`src/sv/pic_pkg.sv`:
```
`default_nettype none

package pic_pkg;

  // Number of interrupt lines held in the mask, status and ack registers.
  localparam int NUM_LINES = 32;

  localparam logic [1:0] ACT_READ  = 2'd0;
  localparam logic [1:0] ACT_WRITE = 2'd1;
  localparam logic [1:0] ACT_ACK   = 2'd2;
  localparam logic [1:0] ACT_NOP   = 2'd3;

  localparam logic [3:0] REG_MASK       = 4'd0;
  localparam logic [3:0] REG_MASK_SET   = 4'd1;
  localparam logic [3:0] REG_MASK_CLR   = 4'd2;
  localparam logic [3:0] REG_STATUS     = 4'd3;
  localparam logic [3:0] REG_STATUS_SET = 4'd4;
  localparam logic [3:0] REG_STATUS_CLR = 4'd5;
  localparam logic [3:0] REG_ACK        = 4'd6;
  localparam logic [3:0] REG_ACK_SET    = 4'd7;
  localparam logic [3:0] REG_ACK_CLR    = 4'd8;
  localparam logic [3:0] REG_FIFO       = 4'd9;

  localparam logic [3:0] GOOD_SIZE = 4'd4;

  localparam logic RESP_OK      = 1'b0;
  localparam logic RESP_INVALID = 1'b1;

  typedef struct packed {
    logic [1:0]  action;
    logic [3:0]  reg_select;
    logic [3:0]  access_size;
    logic [31:0] wdata;
    logic [4:0]  ack_line;
  } pic_in_t;

  typedef struct packed {
    logic        resp_status;
    logic [31:0] rdata;
    logic        irq_pending;
    logic [4:0]  irq_line;
    logic        irq_update;
  } pic_out_t;

  typedef struct packed {
    logic        resp_status;
    logic [31:0] rdata;
  } pic_bus_rsp_t;

endpackage

`default_nettype wire

```
`src/sv/pic_regs.sv`:
```
`default_nettype none

module pic_regs (
  input  wire                            clk,
  input  wire                            rst_n,
  input  wire                            en,
  input  pic_pkg::pic_in_t               item,
  output pic_pkg::pic_bus_rsp_t          rsp,
  output logic [pic_pkg::NUM_LINES-1:0]  pend_nxt
);

  logic [pic_pkg::NUM_LINES-1:0] mask_r, mask_nxt;
  logic [pic_pkg::NUM_LINES-1:0] status_r, status_nxt;
  logic [pic_pkg::NUM_LINES-1:0] ack_r, ack_nxt;
  logic [pic_pkg::NUM_LINES-1:0] d;
  logic [pic_pkg::NUM_LINES-1:0] line_bit;
  logic                          wr;

  assign d        = item.wdata[pic_pkg::NUM_LINES-1:0];
  assign line_bit = {{(pic_pkg::NUM_LINES-1){1'b0}}, 1'b1} << item.ack_line;
  assign wr       = (item.action == pic_pkg::ACT_WRITE);

  always_comb begin
    mask_nxt        = mask_r;
    status_nxt      = status_r;
    ack_nxt         = ack_r;
    rsp.resp_status = pic_pkg::RESP_OK;
    rsp.rdata       = 32'd0;
    if (item.action == pic_pkg::ACT_READ || item.action == pic_pkg::ACT_WRITE) begin
      if (item.access_size != pic_pkg::GOOD_SIZE) begin
        rsp.resp_status = pic_pkg::RESP_INVALID;
      end else begin
        case (item.reg_select)
          pic_pkg::REG_MASK: begin
            if (wr) mask_nxt = d;
            else rsp.rdata = 32'(mask_r);
          end
          pic_pkg::REG_MASK_SET: begin
            if (wr) mask_nxt = mask_r | d;
            else rsp.resp_status = pic_pkg::RESP_INVALID;
          end
          pic_pkg::REG_MASK_CLR: begin
            if (wr) mask_nxt = mask_r & ~d;
            else rsp.resp_status = pic_pkg::RESP_INVALID;
          end
          pic_pkg::REG_STATUS: begin
            if (wr) status_nxt = d;
            else rsp.rdata = 32'(status_r);
          end
          pic_pkg::REG_STATUS_SET: begin
            if (wr) status_nxt = status_r | d;
            else rsp.resp_status = pic_pkg::RESP_INVALID;
          end
          pic_pkg::REG_STATUS_CLR: begin
            if (wr) status_nxt = status_r & ~d;
            else rsp.resp_status = pic_pkg::RESP_INVALID;
          end
          pic_pkg::REG_ACK: begin
            if (wr) ack_nxt = d;
            else rsp.rdata = 32'(ack_r);
          end
          pic_pkg::REG_ACK_SET: begin
            if (wr) ack_nxt = ack_r | d;
            else rsp.resp_status = pic_pkg::RESP_INVALID;
          end
          pic_pkg::REG_ACK_CLR: begin
            if (wr) ack_nxt = ack_r & ~d;
            else rsp.resp_status = pic_pkg::RESP_INVALID;
          end
          pic_pkg::REG_FIFO: begin
            // The event FIFO is never filled: reads give zero, writes are refused.
            if (wr) rsp.resp_status = pic_pkg::RESP_INVALID;
          end
          default: begin
          end
        endcase
      end
    end else if (item.action == pic_pkg::ACT_ACK) begin
      // A line number beyond the implemented lines leaves everything alone.
      if (int'(item.ack_line) < pic_pkg::NUM_LINES) begin
        status_nxt = status_r & ~line_bit;
        ack_nxt    = ack_r | line_bit;
      end
    end
  end

  assign pend_nxt = status_nxt & mask_nxt;

  always_ff @(posedge clk) begin
    if (!rst_n) begin
      mask_r   <= '0;
      status_r <= '0;
      ack_r    <= '0;
    end else if (en) begin
      mask_r   <= mask_nxt;
      status_r <= status_nxt;
      ack_r    <= ack_nxt;
    end
  end

endmodule

`default_nettype wire

```
`src/sv/pic_prio.sv`:
```
`default_nettype none

module pic_prio (
  input  wire                           clk,
  input  wire                           rst_n,
  input  wire                           en,
  input  wire [pic_pkg::NUM_LINES-1:0]  pend,
  output logic                          irq_pending,
  output logic [4:0]                    irq_line,
  output logic                          irq_update
);

  logic       last_valid_r;
  logic [4:0] last_line_r;

  always_comb begin
    irq_line = 5'd0;
    for (int i = 0; i < pic_pkg::NUM_LINES; i++) begin
      if (pend[i]) irq_line = 5'(i);
    end
  end

  assign irq_pending = |pend;
  assign irq_update  = (irq_pending != last_valid_r) ||
                       (irq_pending && (irq_line != last_line_r));

  always_ff @(posedge clk) begin
    if (!rst_n) begin
      last_valid_r <= 1'b0;
      last_line_r  <= 5'd0;
    end else if (en) begin
      last_valid_r <= irq_pending;
      last_line_r  <= irq_line;
    end
  end

endmodule

`default_nettype wire

```
`src/sv/priority_interrupt_controller.sv`:
```
// Interrupt controller with mask, status and ack registers, 32 lines.
// Input channel (in_valid/in_ready/in_data): one bus read, bus write or
// acknowledge from the core per transfer.
// Output channel (out_valid/out_ready/out_data): exactly one result per
// input item, in order: bus response, read data, and the highest-numbered
// pending unmasked line with a flag set when that request changed.
// From input transfer to result valid, the item is captured in an input
// register, then the register update and the priority encoder run in one
// pass and load the result register.
// Throughput is one item per cycle while the receiver takes results.
// When the receiver stalls, the result register holds its value and one
// further item waits in the input register; in_ready drops only when both
// are full.
// Synchronous reset clears the mask, status and ack registers and the last
// request (no request) and leaves both channels empty.
`default_nettype none

module priority_interrupt_controller (
  input  wire               clk,
  input  wire               rst_n,
  input  wire               in_valid,
  output logic              in_ready,
  input  pic_pkg::pic_in_t  in_data,
  output logic              out_valid,
  input  wire               out_ready,
  output pic_pkg::pic_out_t out_data
);

  pic_pkg::pic_in_t      item_r;
  logic                  item_valid_r;
  pic_pkg::pic_out_t     res_r, res_nxt;
  logic                  res_valid_r;
  logic                  advance;
  pic_pkg::pic_bus_rsp_t rsp;
  logic [pic_pkg::NUM_LINES-1:0] pend_nxt;
  logic                  irq_pending;
  logic [4:0]            irq_line;
  logic                  irq_update;

  // The held item moves on whenever the result register is free or being emptied.
  assign advance  = item_valid_r && (!res_valid_r || out_ready);
  assign in_ready = !item_valid_r || advance;

  pic_regs u_regs (
    .clk      (clk),
    .rst_n    (rst_n),
    .en       (advance),
    .item     (item_r),
    .rsp      (rsp),
    .pend_nxt (pend_nxt)
  );

  pic_prio u_prio (
    .clk         (clk),
    .rst_n       (rst_n),
    .en          (advance),
    .pend        (pend_nxt),
    .irq_pending (irq_pending),
    .irq_line    (irq_line),
    .irq_update  (irq_update)
  );

  always_comb begin
    res_nxt.resp_status = rsp.resp_status;
    res_nxt.rdata       = rsp.rdata;
    res_nxt.irq_pending = irq_pending;
    res_nxt.irq_line    = irq_line;
    res_nxt.irq_update  = irq_update;
  end

  always_ff @(posedge clk) begin
    if (!rst_n) begin
      item_valid_r <= 1'b0;
      res_valid_r  <= 1'b0;
    end else begin
      if (in_ready) item_valid_r <= in_valid;
      if (advance) res_valid_r <= 1'b1;
      else if (out_ready) res_valid_r <= 1'b0;
    end
  end

  always_ff @(posedge clk) begin
    if (in_ready && in_valid) item_r <= in_data;
    if (advance) res_r <= res_nxt;
  end

  assign out_valid = res_valid_r;
  assign out_data  = res_r;

endmodule

`default_nettype wire
```
`config.mk`:
```
export PLATFORM = sky130hd
export DESIGN_NAME = priority_interrupt_controller
export DESIGN_NICKNAME = d
export VERILOG_FILES = /design/src/sv/pic_pkg.sv /design/src/sv/pic_regs.sv /design/src/sv/pic_prio.sv /design/src/sv/priority_interrupt_controller.sv
export SDC_FILE = /design/constraint.sdc
export NUM_CORES = 1
export LEC_CHECK = 0
export ABC_CLOCK_PERIOD_IN_PS = 6200
export BUFFER_PORTS_ARGS = -buffer_cell sky130_fd_sc_hd__buf_2
export CAP_MARGIN = 30
export CORE_ASPECT_RATIO = 1.2
export CORE_MARGIN = 1.5
export CORE_UTILIZATION = 35
export CTS_CLUSTER_DIAMETER = 150
export DETAILED_ROUTE_END_ITERATION = 16
export PLACE_DENSITY_LB_ADDON = 0.08
export SKIP_CTS_REPAIR_TIMING = 1
export SYNTH_ARGS = -nofsm -noshare
export SYNTH_HDL_FRONTEND = slang
export SYNTH_SLANG_ARGS = --single-unit
```
`constraint.sdc`:
```
create_clock -name clk -period 6.2 [get_ports clk]
set_clock_uncertainty 0.15 [all_clocks]
set_input_delay 0.31 -clock clk [delete_from_list [all_inputs] [get_ports clk]]
set_output_delay 0.31 -clock clk [all_outputs]
set_load 0.01 [all_outputs]
```
==> results.md, run 1 <==
* Fin crit period at 4.73 ns
* Pre-antenna DRT Iters at 6
* F_max at 212 MHz
* Final WL at 39.3 mm
* Top_reg_cell synth: dfxtp_1
* Switching share of power at 26.3%
* Ys Warns at 0
* GR Overflow Total at 0
* Logic gate share of total power at 8.8%
* GPL Wtd Cong at 0.898
* Iter 0 DRT Violations at 928
* CP Capture Type: flip-flop
* Initial Util at 35.8%
* Number of flops mapped to enable cells by yosys at 87
* CP Launch Type: flip-flop
* Most frequent cell after synthesis: a21oi_1
* Design area at 0.0123 mm^2
* RSZ-0062 raised after global routing: false
* Top Ports at 93
* Worst slew margin at 29.6%
* Register Area at 0.00469 mm^2
* Via/cell ratio at 5.97
* Pins Over Slew Limit at 0
* Pwr Density at 230 mW/mm^2
* CP Max Fanout at 27
* WP data required at 6.23 ns
* Initial antenna violation count at 1
* Outcome: finished, final reports clean
* Nets at 1319
* Ratio of cells with drive above 1 in the final layout at 14.5%
* Clock root buffer: clkbuf_16
* H-tree levels at 4
* Num CTS Buffers at 17
* Seq pwr share at 50.1%
* FF-to-FF path depth at 11
* Maximum VDD drop at 0.000138 V
* Die Area at 0.0307 mm^2
* Vias in the first global route at 9350
* Via count at 9954
* Switch Pwr at 743 uW
* Yosys cell types at 79
* Fillers at 2870
* Pre-CTS setup slack at 1.52 ns
* DR WL/cell at 23.6 um
* Hold Vio Cnt, Final at 0
* Leak at 4.02 nW
* Clk pin slew, worst setup/hold paths at 0.07 ns
* Gate Count Post-Synth at 1192
* Routed Antenna Nets at 0
* Flops & latches, synth at 191
* Ys async rst share at 0%
* Setup-failing EPs final at 0
* Clock Sinks at 191
* Top cell type's share of synthesized area at 25.2%
* DRC errors left at 0
* Clock power frac at 41.1%
* Largest net degree at the start of global routing at 70
* Clock Tree Buf Depth at 2
* Most frequent cells after synthesis: a21oi_1 (128), nor2_1 (123), nand2_1 (108)
* Max-Cap Viols at 0
* Crit path largest cell delay at 0.85 ns
* Die height at 192 um
* Final Cycle Share at 76.2%
* Worst hold path type: primary input to flip-flop
* Die X at 160 um
* WHS Path Cells at 4
* Gr usage total at 25.5%
* Synth Net Count at 1243
* CP max-delay cell: a211oi_4
* Clock latency on the worst-skew pair at 0.45 ns
* Register area share after synthesis at 45.2%
* Port bufs at 92
* Area occupied by multi-input gates at 0.00518 mm^2
* Total power at 2.82 mW
* Mapped Area at 0.0104 mm^2
* Fin Setup TNS at 0 ns
* CP Class: flip-flop to flip-flop
* CP cell instances: nand2b_1 > a211oi_4 > buf_4 > a21oi_1 > a311oi_1 > a211oi_1 > o31ai_1 > o311a_4 > xor2_1 > nor4_1 > a41oi_1
* Crit path DAT at 4.76 ns
* Area delta synth->final at 18.3%
* Worst Tran Pin Value at 1.06 ns
* Placed inst area at 0.0112 mm^2
* Final worst slack at 1.47 ns
* Yosys top cell by area: edfxtp_1
* Dpl hpwl at 26.0 mm
* First-pass GRT wire length at 58.3 mm
* Num rows at 68
* Mapped Avg Cell Area at 8.71 um^2
* Area contributors post-synth: edfxtp_1 (25%), dfxtp_1 (20%), a21oi_1 (6.2%)
* CTS tree: yes
* Internal power consumption at 2.08 mW
* Core footprint at 0.0290 mm^2
-- per-stage QoR --
step	utilization (%)	hold WS, ns	cells
final	42.3	0.0102	1667
after detailed placement	38.6	0.310	1586
after global routing	42.3	0.0311	1666
after floorplan	-	0.259	1192
after global placement	38.4	0.311	1582
after CTS	40.7	-0.142	1618
-- power groups by stage --
| stage | clock network, mW | logic [mW] | registers, mW |
|---|---|---|---|
| 4_1_cts | 1.18 | 0.224 | 1.41 |
| 2_1_floorplan | 0 | 0.144 | 1.40 |
| 6_report | 1.16 | 0.248 | 1.41 |
| 3_5_place_dp | 0 | 0.223 | 1.44 |
| 5_1_grt | 1.22 | 0.265 | 1.42 |
| 3_3_place_gp | 0 | 0.223 | 1.44 |
-- area by class of cell --
cell class	instances	area share, %
Multi-Input combinational cell	859	42.2
Tap cell	385	3.92
Inverter	24	0.743
Antenna cell	1	0.0204
Timing Repair Buffer	175	10.1
Clock inverter	11	1.03
Sequential cell	191	38.2
Clock buffer	21	3.84
-- layer usage --
layer | GRT usage (%) | share of wire (%) | vias to the layer above
met3 | 4.86 | 6.3 | 74
li1 | - | - | 4614
met2 | 41.9 | 47 | 409
met1 | 32.9 | 43 | 4857
met4 | 10.6 | 3.4 | 0
met5 | 0 | 0 | -
-- critical path, delay by kind of cell, from the launching register on --
kind / cells / cell delay [ns]
AOI/OAI and AO/OA: 7 / 2.34
and+or+nand+nor: 2 / 0.75
xor gates and xnor gates: 1 / 0.06
buffers and inverters: 1 / 0.32
DFF: 1 / 0.81
-- state kept, by name, summed over array words and instances, names as in the netlist --
register,count
u_regs.mask_r,32
out_data,40
u_prio.last_line_r,5
u_prio.last_valid_r,1
u_regs.status_r,32
u_regs.ack_r,32
item_valid_r,1
out_valid,1
item_r,47
-- worst paths after layout --
kind | from | to | slack (ns)
worst min-delay path | out_ready | out_valid | 0.01
worst max register to register | item_r[46] | out_data[0] | 1.47
worst min register to register | u_prio.last_line_r[1] | u_prio.last_line_r[1] | 0.32
worst max-delay path | item_r[46] | out_data[0] | 1.47
-- placed cells by master (no fill, tap or decap), drive strengths merged, types with 6 or more instances in the layout --
cell type / instances
a2111oi: 13
a211o: 8
a211oi: 44
a21oi: 128
a22o: 6
a22oi: 66
a311oi: 8
a31oi: 23
and3: 7
buf: 126
clkbuf: 21
dfxtp: 104
dlygate4sd3: 48
edfxtp: 87
inv: 28
mux2i: 25
nand2: 108
nand2b: 14
nand3: 30
nor2: 123
nor2b: 9
nor3: 13
nor4: 7
o21ai: 99
o22ai: 20
o31ai: 7
-- logic make-up (layout without fill, tap and decap cells) --
family          after synthesis  count (layout)  synth area share, %
compound gates              471             471                 29.6
xor+xnor                      6               6                0.506
buf+inv                     142             231                 5.60
flops                       191             191                 45.2
mux                          28              28                 2.73
other cells                   0               1                    0
simple gates                354             354                 16.4
Note: power is estimated with default switching activity, not from simulation.
==> inputs of run 2 (changes only) <==
--- a/config.mk
+++ b/config.mk
@@ -5,7 +5,7 @@
 export SDC_FILE = /design/constraint.sdc
 export NUM_CORES = 1
 export LEC_CHECK = 0
-export ABC_CLOCK_PERIOD_IN_PS = 6200
+export ABC_CLOCK_PERIOD_IN_PS = 4800
 export BUFFER_PORTS_ARGS = -buffer_cell sky130_fd_sc_hd__buf_2
 export CAP_MARGIN = 30
 export CORE_ASPECT_RATIO = 1.2
==> constraint.sdc (replaced) <==
create_clock -name clk -period 4.8 [get_ports clk]
set_clock_uncertainty 0.15 [all_clocks]
set_input_delay 0.24 -clock clk [delete_from_list [all_inputs] [get_ports clk]]
set_output_delay 0.24 -clock clk [all_outputs]
set_load 0.01 [all_outputs]
==> run 2 against run 1 <==
- critical path depth unchanged
- final cell count rose by 0.84%
- clock-buffer cell count rose by 1
- design area is 1.1% higher
- total power rose by 30%
- setup slack lost 0.90 ns
- sequential share of layout area down 0.40 points
- sequential power rose by 28%
- routed wire length decreased by 1.2%
- die area stayed put
- clock power rose by 30%
- flip-flop and latch count unchanged
- largest cell class unchanged
==> results.md, run 2 (synthesis results as in run 1) <==
* Setup-failing EPs final at 0 (unchanged)
* Final Cycle Share at 88.1% (+12 points)
* Via/cell ratio at 5.94 (-0.58%)
* F_max at 237 MHz (+12%)
* Final WL at 38.8 mm (-1.2%)
* Register Area at 0.00469 mm^2 (unchanged)
* Initial antenna violation count at 1 (unchanged)
* FF-to-FF path depth at 11 (unchanged)
* Clock latency on the worst-skew pair at 0.46 ns (about the same)
* Area occupied by multi-input gates at 0.00518 mm^2 (unchanged)
* Crit path max-delay family: compound AO/OA/AOI/OAI gates
* CP cell instances: or4b_1 > nor4_4 > buf_4 > a31oi_1 > a211oi_1 > nor3_1 > o2111ai_1 > o221ai_1 > a311oi_2 > xor2_1 > a41oi_1
* Crit path DAT at 4.26 ns (-0.50 ns)
* Die X at 160 um (unchanged)
* WHS Path Cells at 2 (-2)
* DR WL/cell at 23.1 um (-2.0%)
* Pins Over Slew Limit at 0 (unchanged)
* CP Capture Type: flip-flop
* Port bufs at 92 (unchanged)
* Die Area at 0.0307 mm^2 (unchanged)
* Final worst slack at 0.573 ns (-0.900 ns)
* Pre-antenna DRT Iters at 5 (-1)
* Top Ports at 93 (unchanged)
* Leak at 4.11 nW (+2.2%)
* GPL Wtd Cong at 0.881 (-1.8%)
* Design area at 0.0124 mm^2 (+1.1%)
* RSZ-0062 raised after global routing: false
* CP Max Fanout at 24 (-11%)
* Clk pin slew, worst setup/hold paths at 0.07 ns (about the same)
* CP bufs+invs at 1 (unchanged)
* Fillers at 2870 (unchanged)
* Largest net degree at the start of global routing at 58 (-17%)
* GR Overflow Total at 0 (unchanged)
* Num CTS Buffers at 17 (unchanged)
* Maximum VDD drop at 0.000194 V (+41%)
* Most frequent cells in the layout: a21oi_1 (126), nor2_1 (122), nand2_1 (108)
* Num rows at 68 (unchanged)
* Worst hold path type: flip-flop to flip-flop
* Worst slew margin at 35.9% (+6.3 points)
* Iter 0 DRT Violations at 796 (-14%)
* Vias in the first global route at 9504 (+1.6%)
* Pre-CTS setup slack at 0.636 ns (-0.888 ns)
* Nets at 1334 (+1.1%)
* Worst hold slack at 0.320 ns (+0.309 ns)
* Total power at 3.66 mW (+30%)
* Stages on worst setup path at 11 (unchanged)
* CP Launch Type: flip-flop
* Die height at 192 um (unchanged)
* Clock Sinks at 191 (unchanged)
* Area delta synth->final at 19.5%
* Max-Cap Viols at 0 (unchanged)
* Fin Setup TNS at 0 ns (unchanged)
* Gr usage total at 25.2% (-0.26 points)
* Via count at 9979 (+0.25%)
* Ant. Diodes at 0 (-1)
* Reg with most FFs: item_r
* Ratio of cells with drive above 1 in the final layout at 15.4% (+0.91 points)
* Dpl hpwl at 25.3 mm (-2.6%)
* Commonest non-fill, non-tap cell in the layout: a21oi_1
* Worst Tran Pin Value at 0.955 ns (-0.101 ns)
* WP data required at 4.83 ns (-1.40 ns)
* CP Class: flip-flop to flip-flop
* Clock root buffer: clkbuf_16
* Routed Antenna Nets at 0 (unchanged)
* Core footprint at 0.0290 mm^2 (unchanged)
* Clock Tree Buf Depth at 2 (unchanged)
* Placed inst area at 0.0113 mm^2 (+0.90%)
* Number of flip-flops in the largest register at 47 (unchanged)
* CTS tree: yes
* DRC errors left at 0 (unchanged)
* Pwr Density at 295 mW/mm^2 (+28%)
* H-tree levels at 4 (unchanged)
* Outcome: finished, final reports clean
* Initial Util at 35.8% (unchanged)
* Crit path largest cell delay at 0.80 ns (-0.05 ns)
* CP max-delay cell: or4b_1
* First-pass GRT wire length at 58.7 mm (+0.70%)
* Fin crit period at 4.23 ns (-0.500 ns)
* Hold Vio Cnt, Final at 0 (unchanged)
[run 2: changes by cell type in the layout (fill, tap and decap cells not counted), sizes merged]
cell           before  now
buf               126  140
bufinv              2    1
clkbuf             21   22
clkdlybuf4s18       1    0
diode               1    0
dlygate4sd3        48   50
[run 2: worst register-to-register path: cells and delay by family (launching register included)]
family / cells / cell delay [ns]
xor+xnor: 1 / 0.19
buf+inv: 1 / 0.38
flops: 1 / 0.40
compound gates: 6 / 1.61
simple gates: 3 / 1.23
[run 2: final timing paths]
| kind | slack [ns] | end | from |
|---|---|---|---|
| worst min register to register | 0.32 | u_prio.last_line_r[1] | u_prio.last_line_r[1] |
| worst max-delay path | 0.57 | out_data[0] | item_r[38] |
| worst min-delay path | 0.32 | u_prio.last_line_r[1] | u_prio.last_line_r[1] |
| worst max register to register | 0.57 | out_data[0] | item_r[38] |
[run 2: stage by stage]
step | utilization, % | std cells
after floorplan | - | 1192
after global routing | 42.8 | 1681
final | 42.8 | 1681
after detailed placement | 39.0 | 1599
after CTS | 41.1 | 1631
after global placement | 39.0 | 1599
[run 2: metal layers]
layer / vias up / share of wire [%] / track usage [%]
met1: 4848 / 45 / 32.9
met5: - / 0.034 / 0
met4: 2 / 3.1 / 11.0
met3: 77 / 5.8 / 3.26
li1: 4656 / - / -
met2: 396 / 47 / 42.1
[run 2: area by class of cell]
cell class              instances  area share, %
flip-flops and latches        191           37.8
inverters                      24          0.736
multi-input cells             859           41.7
clock buffers                  22           4.17
clock inverters                10          0.746
well taps                     385           3.88
repair buffers                190           10.9
[run 2: power breakdown]
part	switching, mW	leakage, nW	total (mW)	internal [mW]
combinational	0.216	2.13	0.337	0.121
clock	0.679	0.307	1.51	0.828
sequential	0.0634	1.67	1.81	1.75
==> inputs of run 3 (changes only) <==
--- a/config.mk
+++ b/config.mk
@@ -8,6 +8,8 @@
 export ABC_CLOCK_PERIOD_IN_PS = 4800
 export BUFFER_PORTS_ARGS = -buffer_cell sky130_fd_sc_hd__buf_2
 export CAP_MARGIN = 30
+export CELL_PAD_IN_SITES_DETAIL_PLACEMENT = 2
+export CELL_PAD_IN_SITES_GLOBAL_PLACEMENT = 2
 export CORE_ASPECT_RATIO = 1.2
 export CORE_MARGIN = 1.5
 export CORE_UTILIZATION = 35
==> run 3 against run 2 <==
- clock power shrank 3%
- critical path depth shrank 1
- total power shrank 0.50%
- first-iteration DRC count grew 12%
- highest routed layer is now met4
- core utilization grew 0.18 points
==> results.md, run 3 (synthesis results as in run 1) <==
* Met3 global-route usage at 3.91% (+0.65 points)
* CP Class: flip-flop to flip-flop
* Pwr Density at 292 mW/mm^2 (-0.92%)
* Die X at 160 um (unchanged)
* Max-Cap Viols at 0 (unchanged)
* Initial antenna violation count at 0 (-1)
* Die Area at 0.0307 mm^2 (unchanged)
* Num rows at 68 (unchanged)
* Vias in the first global route at 10988 (+16%)
* Area delta synth->final at 20.0%
* Commonest non-fill, non-tap cell in the layout: a21oi_1
* Final Cycle Share at 90.4% (+2.4 points)
* Final WL at 46.6 mm (+20%)
* Outcome: finished, final reports clean
* Worst Tran Pin Value at 0.861 ns (-0.0939 ns)
* GPL Wtd Cong at 0.850 (-3.5%)
* DR WL/cell at 27.7 um (+20%)
* Num CTS Buffers at 17 (unchanged)
* Leak at 4.10 nW (-0.16%)
* Ratio of cells with drive above 1 in the final layout at 15.5% (+0.065 points)
* Maximum VDD drop at 0.000198 V (+1.7%)
* F_max at 230 MHz (-2.6%)
* Via/cell ratio at 6.19 (+4.3%)
* CP Launch Type: flip-flop
* Number of flip-flops in the largest register at 47 (unchanged)
* RSZ-0062 raised after global routing: false
* Dpl cells at 1599 (unchanged)
* Via count at 10424 (+4.5%)
* Port bufs at 92 (unchanged)
* Reg with most FFs: item_r
* Gr usage total at 30.5% (+5.2 points)
* Routed Antenna Nets at 0 (unchanged)
* CTS tree: yes
* DRC errors left at 0 (unchanged)
* Core footprint at 0.0290 mm^2 (unchanged)
* Crit path DAT at 4.38 ns (+0.12 ns)
* WP data required at 4.83 ns (about the same)
* CP Capture Type: flip-flop
* Fin Setup TNS at 0 ns (unchanged)
* Worst slew margin at 42.6% (+6.7 points)
* Dpl hpwl at 31.4 mm (+24%)
* CP Max Fanout at 11 (-54%)
* Pre-antenna DRT Iters at 5 (unchanged)
* GR Util met2 at 52.9% (+11 points)
* Util after Layout at 43.0% (+0.18 points)
* Initial Util at 35.8% (unchanged)
* Final Non-Filler Cells at 1683 (+0.12%)
* Worst hold slack at 0.338 ns (+0.0182 ns)
* Fin crit period at 4.34 ns (+0.115 ns)
* Hold Vio Cnt, Final at 0 (unchanged)
* Clock latency on the worst-skew pair at 0.46 ns (about the same)
* Setup-failing EPs final at 0 (unchanged)
* H-tree levels at 4 (unchanged)
* Worst hold path type: primary input to flip-flop
* Largest net degree at the start of global routing at 61 (+5.2%)
* Top Ports at 93 (unchanged)
* Nets at 1335 (+0.075%)
* Most frequent cells in the layout: a21oi_1 (126), nor2_1 (122), nand2_1 (108)
* First-pass GRT wire length at 69.5 mm (+18%)
* Busiest grt layer: met2
* Clock Tree Buf Depth at 2 (unchanged)
* Clock root buffer: clkbuf_16
* Iter 0 DRT Violations at 890 (+12%)
* Clk pin slew, worst setup/hold paths at 0.08 ns (about the same)
* Pins Over Slew Limit at 0 (unchanged)
* Die height at 192 um (unchanged)
* Clock Sinks at 191 (unchanged)
* GR Overflow Total at 0 (unchanged)
* GR Util met1 at 37.5% (+4.6 points)
## run 3: layout make-up
type,count,area [um^2]
Fill cell,3216,16500
Clock inverter,14,150
Multi-Input combinational cell,859,5190
Inverter,24,92.6
Timing Repair Buffer,191,1420
Antenna cell,1,2.50
Sequential cell,191,4690
Tap cell,385,482
Clock buffer,18,429
## run 3: per-layer routing
layer,vias to the layer above,part of all wire (%)
met2,330,50
met5,-,0
li1,4655,-
met1,5354,42
met3,85,4.3
met4,0,3.8
## run 3: path summary, 6_finish.rpt
path,startpoint,end,slack [ns],cells past startpoint
worst min register to register,u_regs.mask_r[11],u_regs.mask_r[11],0.35,2
worst max-delay path,item_r[45],out_data[0],0.46,10
worst max register to register,item_r[45],out_data[0],0.46,10
worst min-delay path,in_data[7],item_r[7],0.34,2
## run 3: stage by stage
stage                     instance area, um^2  total power [mW]  setup slack, ns
after floorplan                         10400              2.00             1.24
after global placement                  11400              2.17            0.571
after detailed placement                11400              2.17            0.389
after CTS                               12000              3.62            0.387
after global routing                    12500              3.75            0.226
final                                   12500              3.64            0.459
## run 3: power by group
part	internal, mW	leakage, nW	switching, mW
clock network	0.737	0.281	0.724
registers	1.75	1.67	0.0659
logic	0.124	2.15	0.238
total	2.61	4.10	1.03
## run 3: worst max-delay path, stage by stage, from the launching register on
cell	delay, ns
edfxtp_1	0.55
nand2b_1	0.38
nand2b_1	0.59
o22ai_1	0.43
a211o_1	0.30
or4bb_1	0.54
a211oi_1	0.30
o311a_4	0.27
xor2_1	0.07
nor4_1	0.32
a41oi_1	0.17
